`config.mk`:
```
export PLATFORM = sky130hd
export DESIGN_NAME = smpm_front
export DESIGN_NICKNAME = d
export VERILOG_FILES = /design/src/rtl/smpm_pkg.sv /design/src/rtl/smpm_front.sv
export SDC_FILE = /design/constraint.sdc
export NUM_CORES = 1
export LEC_CHECK = 0
export BUFFER_PORTS_ARGS = -buffer_cell sky130_fd_sc_hd__buf_2
export CAP_MARGIN = 30
export CORE_AREA = 3 3 114 116
export DETAILED_ROUTE_END_ITERATION = 12
export DIE_AREA = 0 0 117 119
export PLACE_DENSITY = 0.62
export SLEW_MARGIN = 20
export SYNTH_ARGS = -nofsm -noshare
export SYNTH_HDL_FRONTEND = slang
export SYNTH_SLANG_ARGS = --single-unit
```
`constraint.sdc`:
```
create_clock -name vclk -period 4
set_input_delay 0.8 -clock vclk [all_inputs]
set_output_delay 0.8 -clock vclk [all_outputs]
set_load 0.05 [all_outputs]
```
`src/rtl/smpm_pkg.sv`:
```
// ----------------------------------------------------------------------------
// smpm_pkg
// Shared types, constants and lookup tables of the stereo mixer core.
// ----------------------------------------------------------------------------
package smpm_pkg;

    localparam int MAX_STRIPS      = 8;
    localparam int STRIP_W         = 3;
    localparam int GAIN_W          = 20;   // Q4.16 gain, max +24 dB
    localparam int COS_W           = 17;   // Q16 cosine, max 1.0
    localparam int LEVEL_ENTRIES   = 121;  // -96 dB .. +24 dB
    localparam int GAIN_IDX_W      = 7;
    localparam int PAN_W           = 8;
    localparam int COS_ENTRIES     = 255;
    localparam int COS_LAST        = 254;
    localparam int ACC_W           = 32;
    localparam int QUEUE_DEPTH     = 2;
    localparam int DEF_NUM_STRIPS  = 8;
    localparam int DEF_SAMPLE_BITS = 24;
    localparam int CFG_ADDR_W      = 6;
    localparam int CFG_DATA_W      = 64;
    localparam logic [7:0] DIM_RESET = 8'hEC;  // -20 dB

    typedef enum logic [2:0] {
        REG_VOLUME     = 3'd0,
        REG_PAN        = 3'd1,
        REG_MUTE       = 3'd2,
        REG_SOLO       = 3'd3,
        REG_MONO_SRC   = 3'd4,
        REG_SOLO_FRONT = 3'd5,
        REG_DIM        = 3'd6,
        REG_MONO_OUT   = 3'd7
    } reg_idx_t;

    typedef struct packed {
        logic [63:0]        volume_levels;
        logic [63:0]        pan_positions;
        logic [7:0]         mute_mask;
        logic [7:0]         solo_mask;
        logic [7:0]         mono_source_mask;
        logic               solo_in_front;
        logic signed [7:0]  solo_dim_db;
        logic               mono_output;
    } cfg_t;

    typedef struct packed {
        logic                  in_range;
        logic                  active;
        logic                  dim;
        logic                  mono_out;
        logic                  last_strip;
        logic                  last_frame;
        logic [STRIP_W-1:0]    strip;
        logic [GAIN_IDX_W-1:0] gain_idx;
        logic [GAIN_IDX_W-1:0] dim_idx;
        logic [PAN_W-1:0]      pan_k;
    } item_t;

    typedef struct packed {
        logic full;
        logic empty;
    } queue_status_t;

    typedef logic [GAIN_W-1:0] gain_tab_t [LEVEL_ENTRIES];
    typedef logic [COS_W-1:0]  cos_tab_t  [COS_ENTRIES];

    // gain = round(dec[r] * 10^q / 1600000) with level + 100 = 20q + r
    function automatic gain_tab_t build_gain_tab();
        gain_tab_t         tab;
        longint unsigned   dec [20];
        longint unsigned   p10;
        int                idx;
        dec = '{64'd1048576, 64'd1176521, 64'd1320079, 64'd1481153, 64'd1661881,
                64'd1864661, 64'd2092184, 64'd2347469, 64'd2633903, 64'd2955289,
                64'd3315889, 64'd3720488, 64'd4174457, 64'd4683817, 64'd5255329,
                64'd5896576, 64'd6616067, 64'd7423350, 64'd8329135, 64'd9345443};
        tab[0] = '0;
        for (int i = 1; i < LEVEL_ENTRIES; i++)
        begin
            idx = i + 4;
            p10 = 1;
            for (int j = 0; j < idx / 20; j++)
            begin
                p10 = p10 * 10;
            end
            tab[i] = GAIN_W'((dec[idx % 20] * p10 + 64'd800000) / 64'd1600000);
        end
        return tab;
    endfunction

    // Taylor step divisors, innermost term first
    function automatic longint unsigned cos_step_div(longint unsigned v, int i);
        case (i)
            0:       return v / 64'd132;
            1:       return v / 64'd90;
            2:       return v / 64'd56;
            3:       return v / 64'd30;
            4:       return v / 64'd12;
            default: return v >> 1;
        endcase
    endfunction

    // cos(k*pi/508), Q30 series through x^12, rounded to Q16
    function automatic cos_tab_t build_cos_tab();
        cos_tab_t          tab;
        longint unsigned   x;
        longint unsigned   x2;
        longint unsigned   acc;
        longint unsigned   t;
        for (int k = 0; k < COS_ENTRIES; k++)
        begin
            x   = (longint'(k) * 64'd3373259426 + 64'd254) / 64'd508;
            x2  = (x * x) >> 30;
            acc = 64'd1 << 30;
            for (int i = 0; i < 6; i++)
            begin
                t   = cos_step_div((x2 * acc) >> 30, i);
                acc = (t >= (64'd1 << 30)) ? 64'd0 : (64'd1 << 30) - t;
            end
            tab[k] = COS_W'((acc + 64'd8192) >> 14);
        end
        return tab;
    endfunction

    localparam gain_tab_t GAIN_TAB = build_gain_tab();
    localparam cos_tab_t  COS_TAB  = build_cos_tab();

endpackage

```
`src/rtl/smpm_front.sv`:
```
// ----------------------------------------------------------------------------
// smpm_front
// Accepts strip transactions and classifies them against mute, solo, level
// and pan settings before they are queued.
// ----------------------------------------------------------------------------
module smpm_front #(
    parameter int NUM_STRIPS  = smpm_pkg::DEF_NUM_STRIPS,
    parameter int SAMPLE_BITS = smpm_pkg::DEF_SAMPLE_BITS
) (
    input  smpm_pkg::cfg_t                cfg,
    input  logic                          in_valid,
    output logic                          in_ready,
    input  logic [smpm_pkg::STRIP_W-1:0]  strip,
    input  logic [SAMPLE_BITS-1:0]        sample_left,
    input  logic [SAMPLE_BITS-1:0]        sample_right,
    input  logic                          last_strip,
    input  logic                          last_frame,
    input  smpm_pkg::queue_status_t       qstat,
    output logic                          push,
    output smpm_pkg::item_t               item,
    output logic [SAMPLE_BITS-1:0]        item_left,
    output logic [SAMPLE_BITS-1:0]        item_right
);

    localparam logic [7:0] STRIP_MASK = 8'((1 << NUM_STRIPS) - 1);

    logic [7:0]        smask;
    logic              any_solo;
    logic              soloed;
    logic signed [7:0] level;
    logic signed [7:0] pan;
    logic signed [8:0] level_ofs;
    logic signed [8:0] dim_ofs;

    assign in_ready = !qstat.full;
    assign push     = in_valid && in_ready;

    always_comb
    begin
        smask    = cfg.solo_mask & STRIP_MASK;
        any_solo = |smask;
        soloed   = smask[strip];
        level    = cfg.volume_levels[strip*8 +: 8];
        pan      = cfg.pan_positions[strip*8 +: 8];

        item            = '0;
        item.in_range   = ({1'b0, strip} < 4'(NUM_STRIPS));
        item.active     = item.in_range && !cfg.mute_mask[strip]
                          && !(any_solo && !soloed && !cfg.solo_in_front);
        item.dim        = any_solo && !soloed;
        item.mono_out   = cfg.mono_output;
        item.last_strip = last_strip;
        item.last_frame = last_frame;
        item.strip      = strip;

        // table entry 0 is silence (-96 dB and below), top entry is +24 dB
        level_ofs = 9'(level) + 9'sd96;
        if (level <= -8'sd96)
        begin
            item.gain_idx = '0;
        end
        else if (level > 8'sd24)
        begin
            item.gain_idx = 7'(smpm_pkg::LEVEL_ENTRIES - 1);
        end
        else
        begin
            item.gain_idx = level_ofs[6:0];
        end

        dim_ofs = 9'(cfg.solo_dim_db) + 9'sd96;
        if (cfg.solo_dim_db > 8'sd0)
        begin
            item.dim_idx = 7'd96;
        end
        else if (cfg.solo_dim_db < -8'sd96)
        begin
            item.dim_idx = '0;
        end
        else
        begin
            item.dim_idx = dim_ofs[6:0];
        end

        // hard-left code -128 folds onto -127
        if (pan == -8'sd128)
        begin
            item.pan_k = '0;
        end
        else
        begin
            item.pan_k = 8'(pan + 8'sd127);
        end
    end

    assign item_left  = sample_left;
    assign item_right = cfg.mono_source_mask[strip] ? sample_left : sample_right;

endmodule

```
==> flow_summary_export.csv <==
group,metric,value,unit
worst_setup_path,cp_common_cell,"buf_2",
worst_setup_path,worstSetupStartpointType,"input pin",
layout,seqCellArea,0,sq um
clocking,post_cts_buffers,0,
floorplanning,core_area,12010,sq um
floorplanning,fp.dieH,119,um
grt,grt_max_degree,39,
route,first_pass_iters,4,
placement,port-buffer-count,291,
logic_synthesis,netlist_instances,192,
run,cap_violations,0,
power,seqPwrFrac,0,%
route,drc,0,
power,power.density,205.2,nW/um^2
power,p_leak,1.847,nW
logic_synthesis,synth_compound_area_share,4.195,%
sta,finalSetupViolCount,0,
worst_setup_path,path_cells,"buf_2 > buf_12 > mux4_1 > nor3b_2 > o21ai_2 > nor4_1 > mux2_1 > buf_2",
logic_synthesis,synth_cell_type_count,41,
layout,layout_commonest_cell,"buf_2",
placement,dp_slack,0.1559,ns
layout,clockBufferCount,0,
hold_path,worstHoldStart,"cfg[0]",
power,intPower,0.2692,mW
power,p_comb_share,100.0,%
logic_synthesis,synth-simple-area-share,9.885,%
power,total_power,0.7275,mW
route,drtIter0Drc,37,
sta,worst_slack,0.1670,ns
power,swShare,63.00,%
hold_path,hold_path_end,"item[27]",
hold_path,min_path_cells,0,
worst_setup_path,required,3.20,ns
route,dr_total_vias,2624,
outcome,status,"completed",
sta,hold_viol,0,
hold_path,hold_class,"in2out",
floorplanning,dieArea,13920,sq um
grt,overflow,0,
grt,grt_pass1_wl,12140,um
sta,whs,1.600,ns
floorplanning,std_cell_rows,40,
placement,dp_hpwl,8098,um
route,avgRoutedWirePerCell,14.85,um
logic_synthesis,ys_warn_count,0,
sta,grt_setup_unrepaired,"no",
power,pwr-share-clk,0,%
layout,nFlopsAndLatches,0,
layout,area_delta_synth_final,62.82,%
power,ir_worst_vdd,115.1,uV
worst_setup_path,arrival,3.03,ns
worst_setup_path,slowest_stage,"mux4_1",
logic_synthesis,synth_top_family_by_area,"multiplexers",
route,postRouteAntennaNets,0,
worst_setup_path,critPathMaxFanout,20,
route,wl,8789,um
logic_synthesis,synth-xor-area-share,0.8046,%
layout,final_cell_mix,"290 x buf_2, 31 x mux2_2, 24 x mux4_2",
logic_synthesis,avgSynthCellArea,11.34,sq um
power,p_switching,0.4583,mW
worst_setup_path,cp-end-kind,"output port",
floorplanning,ios,299,
logic_synthesis,synth.net_count,413,
sta,setup-tns-final,0,ns
layout,fillers,1245,
logic_synthesis,netlist_area,2177,sq um
sta,slew_viol_final,0,
worst_setup_path,critPathKind,"in2out",
route,vias_per_cell,4.432,
grt,antenna_found_initial,0,
sta,final.period_utilization,95.82,%
sta,fmax,260.9,MHz
logic_synthesis,synthAdderAreaFrac,2.644,%
worst_setup_path,critPathMaxStageDelay,0.64,ns
grt,grt_pass1_vias,2560,
layout,nets,668,
logic_synthesis,synth_mux_area_share,65.57,%
grt,track_usage,10.67,%
floorplanning,initial_utilization,18.13,%
placement,place.gp.congestion,0.7678,
layout,num_antenna_cells,0,
floorplanning,die_x,117,um
sta,fin_crit,3.833,ns
logic_synthesis,synth-seq-area-share,0,%
layout,drive_gt1_share,80.67,%
## metal layers
layer / part of all wire [%] / track usage [%] / vias to the layer above / routed length (um)
li1: - / - / 1253 / -
met1: 36 / 11.32 / 1207 / 3207
met2: 55 / 22.62 / 160 / 4820
met3: 8.0 / 0.8638 / 4 / 702
met4: 0.67 / 0.8602 / 0 / 59
met5: 0 / 0 / - / 0
## area by class of cell
cell class / count / area (sq um) / share of cell area, %
inverter: 6 / 22.52 / 0.6354
tap: 147 / 183.9 / 5.189
timing repair buffer: 296 / 1521 / 42.92
multi-input combinational: 143 / 1817 / 51.25
## worst max-delay path: cells and delay by family
family          cells  cell delay (ns)
compound gates      1             0.12
buf+inv             3             0.48
mux                 2             1.00
simple gates        2             0.61
## cells in the mapped netlist, types with 2 or more instances
master,count,share of area (%)
mux2i_1,10,4.6
nor4_1,3,0.86
xnor2_1,2,0.80
a21oi_1,2,0.46
nor3_1,2,0.46
nand3_1,2,0.46
inv_1,6,1.0
maj3_1,2,0.92
and2_1,6,1.7
mux4_1,14,17
nand2_1,3,0.52
buf_2,3,0.69
buf_6,3,1.6
ha_1,3,1.7
mux2_2,31,16
buf_4,34,12
o21ai_0,5,1.1
mux4_2,24,25
nor2_1,11,1.9
mux2_1,3,1.6
nor2b_1,3,0.86
## timing repair
action / 4_1_cts / 5_1_grt
hold buffers: 0 / 0
gates resized for setup: 0 / 1
endpoints found under the setup margin: 0 / 1
## metrics by stage
step                      cells  util, %  area (sq um)
after floorplan             192        -          2181
after global placement      592    29.49          3542
after detailed placement    592    29.49          3542
after CTS                   592    29.49          3542
after global routing        592    29.51          3545
final                       592    29.51          3545
## power groups by stage
stage | Clock, mW | Sequential, mW | Combinational, mW
floorplan | 0 | 0 | 0.550
global placement | 0 | 0 | 0.722
detailed placement | 0 | 0 | 0.731
CTS | 0 | 0 | 0.733
global route | 0 | 0 | 0.770
finish | 0 | 0 | 0.727
## kinds of logic (layout without fill, tap and decap cells)
| group | after synthesis | in the layout |
|---|---|---|
| multiplexers | 84 | 84 |
| buffers and inverters | 49 | 302 |
| other | 1 | 1 |
| AO/OA/AOI/OAI | 14 | 14 |
| AND/OR/NAND/NOR | 37 | 37 |
| adder cells (fa/ha/maj) | 5 | 5 |
| XOR/XNOR | 2 | 2 |
## how the worst max path moves through the flow
stage                   from  endpoint  slack (ns)  cells past startpoint
finish              strip[0]   item[7]        0.17                      8
global route        strip[0]   item[6]        0.08                      9
CTS                 strip[0]   item[4]        0.15                      9
detailed placement  strip[0]   item[4]        0.16                      9
global placement    strip[0]   item[7]        0.24                      8
floorplan           strip[0]  item[29]        0.04                      6
No activity file was read; power rests on OpenSTA's default activity.
