<file path="src/rtl/smpm_pkg.sv">
// ----------------------------------------------------------------------------
// smpm_pkg
// Shared types, constants and lookup tables of the stereo mixer core.
// ----------------------------------------------------------------------------
package smpm_pkg;

    localparam int MAX_STRIPS      = 8;
    localparam int STRIP_W         = 3;
    localparam int GAIN_W          = 20;   // Q4.16 gain, max +24 dB
    localparam int COS_W           = 17;   // Q16 cosine, max 1.0
    localparam int LEVEL_ENTRIES   = 121;  // -96 dB .. +24 dB
    localparam int GAIN_IDX_W      = 7;
    localparam int PAN_W           = 8;
    localparam int COS_ENTRIES     = 255;
    localparam int COS_LAST        = 254;
    localparam int ACC_W           = 32;
    localparam int QUEUE_DEPTH     = 2;
    localparam int DEF_NUM_STRIPS  = 8;
    localparam int DEF_SAMPLE_BITS = 24;
    localparam int CFG_ADDR_W      = 6;
    localparam int CFG_DATA_W      = 64;
    localparam logic [7:0] DIM_RESET = 8'hEC;  // -20 dB

    typedef enum logic [2:0] {
        REG_VOLUME     = 3'd0,
        REG_PAN        = 3'd1,
        REG_MUTE       = 3'd2,
        REG_SOLO       = 3'd3,
        REG_MONO_SRC   = 3'd4,
        REG_SOLO_FRONT = 3'd5,
        REG_DIM        = 3'd6,
        REG_MONO_OUT   = 3'd7
    } reg_idx_t;

    typedef struct packed {
        logic [63:0]        volume_levels;
        logic [63:0]        pan_positions;
        logic [7:0]         mute_mask;
        logic [7:0]         solo_mask;
        logic [7:0]         mono_source_mask;
        logic               solo_in_front;
        logic signed [7:0]  solo_dim_db;
        logic               mono_output;
    } cfg_t;

    typedef struct packed {
        logic                  in_range;
        logic                  active;
        logic                  dim;
        logic                  mono_out;
        logic                  last_strip;
        logic                  last_frame;
        logic [STRIP_W-1:0]    strip;
        logic [GAIN_IDX_W-1:0] gain_idx;
        logic [GAIN_IDX_W-1:0] dim_idx;
        logic [PAN_W-1:0]      pan_k;
    } item_t;

    typedef struct packed {
        logic full;
        logic empty;
    } queue_status_t;

    typedef logic [GAIN_W-1:0] gain_tab_t [LEVEL_ENTRIES];
    typedef logic [COS_W-1:0]  cos_tab_t  [COS_ENTRIES];

    // gain = round(dec[r] * 10^q / 1600000) with level + 100 = 20q + r
    function automatic gain_tab_t build_gain_tab();
        gain_tab_t         tab;
        longint unsigned   dec [20];
        longint unsigned   p10;
        int                idx;
        dec = '{64'd1048576, 64'd1176521, 64'd1320079, 64'd1481153, 64'd1661881,
                64'd1864661, 64'd2092184, 64'd2347469, 64'd2633903, 64'd2955289,
                64'd3315889, 64'd3720488, 64'd4174457, 64'd4683817, 64'd5255329,
                64'd5896576, 64'd6616067, 64'd7423350, 64'd8329135, 64'd9345443};
        tab[0] = '0;
        for (int i = 1; i < LEVEL_ENTRIES; i++)
        begin
            idx = i + 4;
            p10 = 1;
            for (int j = 0; j < idx / 20; j++)
            begin
                p10 = p10 * 10;
            end
            tab[i] = GAIN_W'((dec[idx % 20] * p10 + 64'd800000) / 64'd1600000);
        end
        return tab;
    endfunction

    // Taylor step divisors, innermost term first
    function automatic longint unsigned cos_step_div(longint unsigned v, int i);
        case (i)
            0:       return v / 64'd132;
            1:       return v / 64'd90;
            2:       return v / 64'd56;
            3:       return v / 64'd30;
            4:       return v / 64'd12;
            default: return v >> 1;
        endcase
    endfunction

    // cos(k*pi/508), Q30 series through x^12, rounded to Q16
    function automatic cos_tab_t build_cos_tab();
        cos_tab_t          tab;
        longint unsigned   x;
        longint unsigned   x2;
        longint unsigned   acc;
        longint unsigned   t;
        for (int k = 0; k < COS_ENTRIES; k++)
        begin
            x   = (longint'(k) * 64'd3373259426 + 64'd254) / 64'd508;
            x2  = (x * x) >> 30;
            acc = 64'd1 << 30;
            for (int i = 0; i < 6; i++)
            begin
                t   = cos_step_div((x2 * acc) >> 30, i);
                acc = (t >= (64'd1 << 30)) ? 64'd0 : (64'd1 << 30) - t;
            end
            tab[k] = COS_W'((acc + 64'd8192) >> 14);
        end
        return tab;
    endfunction

    localparam gain_tab_t GAIN_TAB = build_gain_tab();
    localparam cos_tab_t  COS_TAB  = build_cos_tab();

endpackage

</file>
<file path="src/rtl/smpm_fifo.sv">
// ----------------------------------------------------------------------------
// smpm_fifo
// Short queue between the classifying front end and the processing back end.
// ----------------------------------------------------------------------------
module smpm_fifo #(
    parameter int WIDTH = 8,
    parameter int DEPTH = smpm_pkg::QUEUE_DEPTH
) (
    input  logic                    clk,
    input  logic                    rst_n,
    input  logic                    push,
    input  logic [WIDTH-1:0]        wdata,
    input  logic                    pop,
    output logic [WIDTH-1:0]        rdata,
    output smpm_pkg::queue_status_t status
);

    localparam int PTR_W = (DEPTH > 1) ? $clog2(DEPTH) : 1;
    localparam int CNT_W = $clog2(DEPTH + 1);

    logic [WIDTH-1:0] mem [DEPTH];
    logic [PTR_W-1:0] wptr_reg;
    logic [PTR_W-1:0] rptr_reg;
    logic [CNT_W-1:0] count_reg;

    function automatic logic [PTR_W-1:0] bump(logic [PTR_W-1:0] p);
        return (p == PTR_W'(DEPTH - 1)) ? '0 : p + PTR_W'(1);
    endfunction

    always_ff @(posedge clk)
    begin
        if (push)
        begin
            mem[wptr_reg] <= wdata;
        end
    end

    always_ff @(posedge clk or negedge rst_n)
    begin
        if (!rst_n)
        begin
            wptr_reg  <= '0;
            rptr_reg  <= '0;
            count_reg <= '0;
        end
        else
        begin
            if (push)
            begin
                wptr_reg <= bump(wptr_reg);
            end
            if (pop)
            begin
                rptr_reg <= bump(rptr_reg);
            end
            if (push && !pop)
            begin
                count_reg <= count_reg + CNT_W'(1);
            end
            else if (pop && !push)
            begin
                count_reg <= count_reg - CNT_W'(1);
            end
        end
    end

    assign rdata        = mem[rptr_reg];
    assign status.full  = (count_reg == CNT_W'(DEPTH));
    assign status.empty = (count_reg == '0);

endmodule

</file>
<file path="config.mk">
export PLATFORM = sky130hd
export DESIGN_NAME = smpm_fifo
export DESIGN_NICKNAME = d
export VERILOG_FILES = /design/src/rtl/smpm_pkg.sv /design/src/rtl/smpm_fifo.sv
export SDC_FILE = /design/constraint.sdc
export NUM_CORES = 1
export LEC_CHECK = 0
export ABC_AREA = 0
export BUFFER_PORTS_ARGS = -buffer_cell sky130_fd_sc_hd__buf_2
export CORE_MARGIN = 4
export CORE_UTILIZATION = 52
export DETAILED_ROUTE_END_ITERATION = 12
export GPL_TIMING_DRIVEN = 0
export PLACE_DENSITY = 0.9
export SLEW_MARGIN = 20
export SYNTH_ARGS = -nofsm -noshare
export SYNTH_HDL_FRONTEND = slang
export SYNTH_SLANG_ARGS = --single-unit
export TNS_END_PERCENT = 5
</file>
<file path="constraint.sdc">
create_clock -name clk -period 2.6 [get_ports clk]
set_clock_uncertainty 0.2 [all_clocks]
set_input_delay 0.52 -clock clk [delete_from_list [all_inputs] [get_ports clk]]
set_output_delay 0.52 -clock clk [all_outputs]
set_load 0.01 [all_outputs]
</file>
==> results.md, run 1 <==
* DR vias at 425
* Area of the core region at 1350 µm²
* Static leakage power at 0.386 nW
* # H-tree levels at 1
* Finished layout cell area at 931 µm²
* Cell at the root of the clock tree: sky130_fd_sc_hd__clkbuf_4
* Initial DRC count at 8
* Global Route met1 Usage at 0.148
* Fraction of synthesized cell area in xor and xnor cells at 0.0568
* Detailed Place HPWL at 910 µm
* Total negative slack at 0 ns
* Flip-flop count of the largest register, all copies and words added at 16
* Worst Path Arrival at 1.26 ns
* Cell type with the largest total area after synthesis: sky130_fd_sc_hd__edfxtp_1
* Later-pin clock latency in the skew report at 0.28 ns
* TritonCTS sink count at 20
* Worst hold path cell count at 1
* Max rail drop VDD at 0.619 mV
* Setup crit start kind: flip-flop
* Number of hold-slack violations in the final timing report at 0
* Cell Area, Placed at 895 µm²
* PnR worst setup slack at 0.623 ns
* Sequential cell area fraction in the yosys report at 0.753
* Post-route worst hold slack at 0.216 ns
* Main area contributors after synthesis: sky130_fd_sc_hd__edfxtp_1 62%, sky130_fd_sc_hd__dfrtp_1 13%, sky130_fd_sc_hd__mux2_2 12%
* Endpoints failing setup at 0
* Average cell area after synthesis at 18.8 µm²
* Pre-CTS worst setup slack at 0.769 ns
* Final #Nets at just over 80
* Postcts setup bufs at 0
* Total GRT Usage at 0.127
* Clock slew at the register clock pins of the worst setup and hold paths at 0.10 ns
* Global route overflow at 0
* Total power of the final layout at 0.924 mW
* Global placer's final weighted congestion at around 0.64
* Rel. slew slack at 0.537
* Register-to-register path setup slack at roughly 1.1 ns
* Hold buffers post-CTS at 1
* Final worst path period need at around 2.0 ns
* Port-buffer cells at 21
* Fraction of the mapped netlist area in compound gates at 0
* Type of the setup path with the least slack: flip-flop to output port
* Antenna cells at 0
* Fill cell instance count of the final layout at 94
* Overall routed net length at 1.22 mm
* Pwr per Cell Area at slightly below 1000 nW/µm²
* Area share of fa/ha/maj cells after synthesis at 0.0162
* Final period util at 0.761
* Highest attainable clock frequency at ~510 MHz
* Placement row count at 13
* Min-Delay Endpoint: mem[0][1]$_DFFE_PP_
* Reg2Reg Launch Point: wptr_reg$_DFFE_PN0P_
* TritonCTS clock tree: yes
* Least-Margin Pin Slew at 0.693 ns
* Number of gates given a new drive strength after cts at 0
* Number of storage elements in the synthesis netlist at 20
* Clock buffer count from CTS at 3
* Setup repair after global routing missed its margin: no
* Die Outline Area at 2160 µm²
* Run status: finished clean
* Total standard cell area after synthesis at 771 µm²
* Top Ports at 22
* Required time of the worst setup path at 1.88 ns
* Antenna violations before repair at 0
* Post-synthesis share of cell area spent on and, or, nand and nor gates at 0.0373
* Relative area change from synthesis to final layout at 20.8%
* Initial standard-cell utilization of the core at 0.571
* Number of warnings issued by yosys at 0
* Number of nets with antenna violations after detailed routing at 0
* Most common cell after layout, fill and taps aside: sky130_fd_sc_hd__buf_2
* Met2 capacity usage during global routing at 0.225
* Total of max-cap violations at 0
* Mean number of vias per cell at 5.18
* Vertical die dimension at ~47 µm
* Largest net degree at the start of global routing at 12
* Met3 track utilization from global routing at 0.0234
* Nature of the critical path endpoint: output port
* Worst-path maximum fanout at 9
* Total count of max-transition violations in the final report at 0
* Post-detailed-route DRC marker count at 0
* Largest family of logic cells by synthesized area: multiplexers
* Maximum number of buffers from clock root to sink at 2
* Mapped Cells at 41
* Post-synth top area share at 0.623
* Synth unique cells at 12
* First-pass GRT wire length at 1.88 mm
* Die width at 46.5 µm
* Worst R2R Path Depth at 1
* Hold crit path type: input port to flip-flop
* Hold path start: wdata[1]
* Via count of the first global-routing pass at 420
* R2r endpoint: mem[0][5]$_DFFE_PP_
* Post-synthesis mux area share at 0.117
* Commonest cells after routing, fill and taps aside: 21 x sky130_fd_sc_hd__buf_2, 16 x sky130_fd_sc_hd__edfxtp_1, 8 x sky130_fd_sc_hd__mux2_2, 4 x sky130_fd_sc_hd__xor2_1, 4 x sky130_fd_sc_hd__dfrtp_1
* Post-Syn Nets at 54
* Fraction of final layout cells sized beyond drive strength 1 at 0.507
* Average wire per cell in the routed design at 14.9 µm
* GRT busiest layer: met2
* Number of optimization iterations in the first detailed-route pass at 2
[final cells by class]
class | count | area, µm² | share of cell area
Timing Repair Buffer | 22 | 115 | 0.124
Buffer | 1 | 11.3 | 0.0121
Inverter | 1 | 3.75 | 0.00403
Tap cell | 15 | 18.8 | 0.0202
Multi-Input combinational cell | 19 | 175 | 0.188
Clock buffer | 4 | 26.3 | 0.0282
Sequential cell | 20 | 581 | 0.624
[synthesized netlist by cell type]
master / n
sky130_fd_sc_hd__and2_1: 1
sky130_fd_sc_hd__and2b_2: 1
sky130_fd_sc_hd__buf_6: 1
sky130_fd_sc_hd__dfrtp_1: 4
sky130_fd_sc_hd__edfxtp_1: 16
sky130_fd_sc_hd__ha_1: 1
sky130_fd_sc_hd__inv_1: 1
sky130_fd_sc_hd__mux2_2: 8
sky130_fd_sc_hd__nor2_1: 2
sky130_fd_sc_hd__nor2b_1: 1
sky130_fd_sc_hd__xnor2_1: 1
sky130_fd_sc_hd__xor2_1: 4
[worst max-delay path: stages (launching register included)]
cell	delay [ns]
sky130_fd_sc_hd__dfrtp_1	0.35
sky130_fd_sc_hd__buf_6	0.14
sky130_fd_sc_hd__mux2_2	0.34
sky130_fd_sc_hd__buf_2	0.14
[per-stage QoR]
step / std cells / util
after CTS: 82 / 0.690
final: 82 / 0.690
after floorplan: 41 / -
after global routing: 82 / 0.690
after global placement: 77 / 0.663
after detailed placement: 77 / 0.663
[worst max path at each step]
stage                               from                  end  slack [ns]  cells after the start
finish              rptr_reg$_DFFE_PN0P_             rdata[1]        0.62                      3
floorplan           rptr_reg$_DFFE_PN0P_             rdata[0]        1.08                      2
CTS                 rptr_reg$_DFFE_PN0P_             rdata[7]        0.62                      3
global placement                    push  mem[0][6]$_DFFE_PP_        0.82                      2
detailed placement                  push  mem[0][5]$_DFFE_PP_        0.77                      2
global route        rptr_reg$_DFFE_PN0P_             rdata[5]        0.58                      3
[report_power, final]
group / internal (mW) / switching [mW] / leakage [nW]
Clock: 0.0595 / 0.0836 / 0.0150
Combinational: 0.157 / 0.150 / 0.174
Sequential: 0.436 / 0.0386 / 0.197
Total: 0.652 / 0.272 / 0.386
[metal layers]
layer  vias to the layer above  share of wire  wire length (µm)
li1                        199              -                 -
met1                       210           0.42               509
met2                        14           0.52               631
met3                         2          0.058                71
met4                         0         0.0049                 6
met5                         -              0                 0
[logic make-up (layout without fill, tap and decap cells)]
kind of cell | Yosys count | after routing
buf+inv | 2 | 28
flops | 20 | 20
xor+xnor | 5 | 5
fa+ha+maj | 1 | 1
mux | 8 | 8
simple gates | 5 | 5
Power figures use the tool's default switching activity.
==> run 2: changes to the inputs <==
CORE_UTILIZATION = 43   (was 52)
PLACE_DENSITY = 0.81   (was 0.9)
clock period = 1.7 ns   (was 2.6 ns; I/O delays follow)
==> results.md, run 2 (same netlist as run 1, synthesis figures left out) <==
* Die Outline Area at 2530 µm²
* Switching share of power at 0.280
* Vertical die dimension at 50.3 µm
* Longest individual stage delay on the worst path at 0.41 ns
* Failing checks: negative setup slack
* Initial DRC count at 3
* Total GRT Usage at 0.102
* Type of the setup path with the least slack: flip-flop to output port
* Detailed Place HPWL at 806 µm
* Rel. slew slack at 0.548
* TritonCTS sink count at 20
* Total count of max-transition violations in the final report at 0
* Clock share of power at 0.136
* Largest net degree at the start of global routing at 12
* Number of optimization iterations in the first detailed-route pass at 3
* Cell at the root of the clock tree: sky130_fd_sc_hd__clkbuf_4
* Mean number of vias per cell at 4.44
* Max rail drop VDD at 0.967 mV
* Run status: finished, violations left
* Final period util at 1.06
* Flip-flop count of the largest register, all copies and words added at 16
* Worst Path Arrival at 1.26 ns
* First-pass GRT wire length at 1.89 mm
* Final worst path period need at 1.80 ns
* Endpoints failing setup at 8
* Cell Area, Placed at between 900 and 1000 µm²
* Antenna violations before repair at 0
* Stages on the worst setup path at 3
* Number of hold-slack violations in the final timing report at 0
* Commonest cells after routing, fill and taps aside: 16 x sky130_fd_sc_hd__edfxtp_1, 13 x sky130_fd_sc_hd__buf_2, 10 x sky130_fd_sc_hd__buf_6, 6 x sky130_fd_sc_hd__mux2_4
* Number of nets with antenna violations after detailed routing at 0
* Relative area change from synthesis to final layout at 34.3%
* Pwr per Cell Area at 1560 nW/µm²
* Average wire per cell in the routed design at 12.1 µm
* Placement row count at 15
* Internal power at 1.16 mW
* Worst-path maximum fanout at 5
* DR vias at 417
* Maximum number of buffers from clock root to sink at 2
* Post-route core utilization at 0.606
* Number of buffer and inverter stages on the critical path at 2
* Final #Nets at 83
* # H-tree levels at 1
* Slowest stage cell, crit path: sky130_fd_sc_hd__dfrtp_1
* Post-route non-filler standard cell count at 94
* Switching power of the nets at 0.451 mW
* Required time of the worst setup path at 1.16 ns
* PnR worst setup slack at -0.101 ns
* Hold crit path type: input port to flip-flop
* Finished layout cell area at 1030 µm²
* Via count of the first global-routing pass at 444
* Highest attainable clock frequency at 555 MHz
* Area of the core region at 1710 µm²
* Fraction of final layout cells sized beyond drive strength 1 at 0.522
* Proportion of power drawn by combinational gates at 0.412
* Total negative slack at -0.767 ns
* Family with the most delay on the worst path: flip-flops
* Setup crit start kind: flip-flop
* Global placer's final weighted congestion at approximately 0.64
* Post-detailed-route DRC marker count at 0
* Nature of the critical path endpoint: output port
* Worst hold path cell count at 1
* TritonCTS clock tree: yes
* Antenna cells at 0
* Later-pin clock latency in the skew report at about 0.29 ns
* Worst R2R Path Depth at 1
* Overall routed net length at 1.14 mm
* Initial standard-cell utilization of the core at 0.451
* Setup repair after global routing missed its margin: yes
* Total of max-cap violations at 0
* Port-buffer cells at 21
* Sequence of cells on the critical path: buf_6, mux2_4, buf_6
* Cell repeated most along the worst path: sky130_fd_sc_hd__buf_6
* Placed cells at 87
* Global route overflow at 0
* Post-route worst hold slack at ~0.031 ns
* Most common cell after layout, fill and taps aside: sky130_fd_sc_hd__edfxtp_1
* Die width at 50.3 µm
* Static leakage power at 0.439 nW
* Top Ports at 22
* Least-Margin Pin Slew at between 0.6 and 0.7 ns
* Clock slew at the register clock pins of the worst setup and hold paths at approximately 0.10 ns
* Portion of total power attributed to sequential cells at 0.453
* Clock buffer count from CTS at 3
==> run 2: cell types whose count changed in the layout (fill, tap and decap cells not counted) <==
cell,delta
sky130_fd_sc_hd__buf_2,-8
sky130_fd_sc_hd__buf_4,+1
sky130_fd_sc_hd__buf_6,+9
sky130_fd_sc_hd__mux2_2,-6
sky130_fd_sc_hd__mux2_4,+6
==> run 2: area by class of cell <==
type / count / area (µm²)
flip-flops and latches: 20 / 581
fillers: 133 / 673
well taps: 25 / 31.3
clock buffers: 4 / 26.3
repair buffers: 24 / 184
inverters: 1 / 3.75
multi-input cells: 19 / 198
plain buffers: 1 / 11.3
==> run 2: final timing paths <==
kind / to / slack, ns / start
setup / recovery: rdata[3] / -0.10 / rptr_reg$_DFFE_PN0P_
hold / removal: mem[1][1]$_DFFE_PP_ / 0.03 / wdata[1]
setup reg to reg: mem[0][4]$_DFFE_PP_ / 0.18 / wptr_reg$_DFFE_PN0P_
hold reg to reg: wptr_reg$_DFFE_PN0P_ / 0.29 / wptr_reg$_DFFE_PN0P_
max in group asynchronous: rptr_reg$_DFFE_PN0P_ / 0.99 / rst_n
min in group asynchronous: wptr_reg$_DFFE_PN0P_ / 0.18 / rst_n
==> run 2: repair_timing <==
action / in CTS / in global routing
setup endpoints to repair: 8 / 8
hold endpoints to repair: 4 / 0
cloned: 0 / 1
hold buffers: 1 / 0
resized for setup: 8 / 8
setup buffers: 1 / 0
==> run 2: stage by stage <==
stage	power, mW	worst slack (ns)
floorplan	1.04	0.338
global placement	1.19	0.0740
detailed placement	1.20	0.0812
CTS	1.55	-0.103
global route	1.71	-0.152
finish	1.61	-0.101
==> run 2: layer usage <==
layer	vias up	global-route usage	part of all wire
li1	208	-	-
met1	194	0.138	0.41
met2	15	0.139	0.49
met3	0	0.0386	0.096
met4	0	0.0538	0
met5	-	0	0
==> run 2: power by group through the flow <==
stage                     combinational [mW]  sequential (mW)  clock (mW)
after detailed placement               0.471            0.733           0
after global routing                   0.709            0.743       0.255
after CTS                              0.598            0.723       0.228
after floorplan                        0.321            0.719           0
final                                  0.663            0.728       0.219
after global placement                 0.460            0.726           0
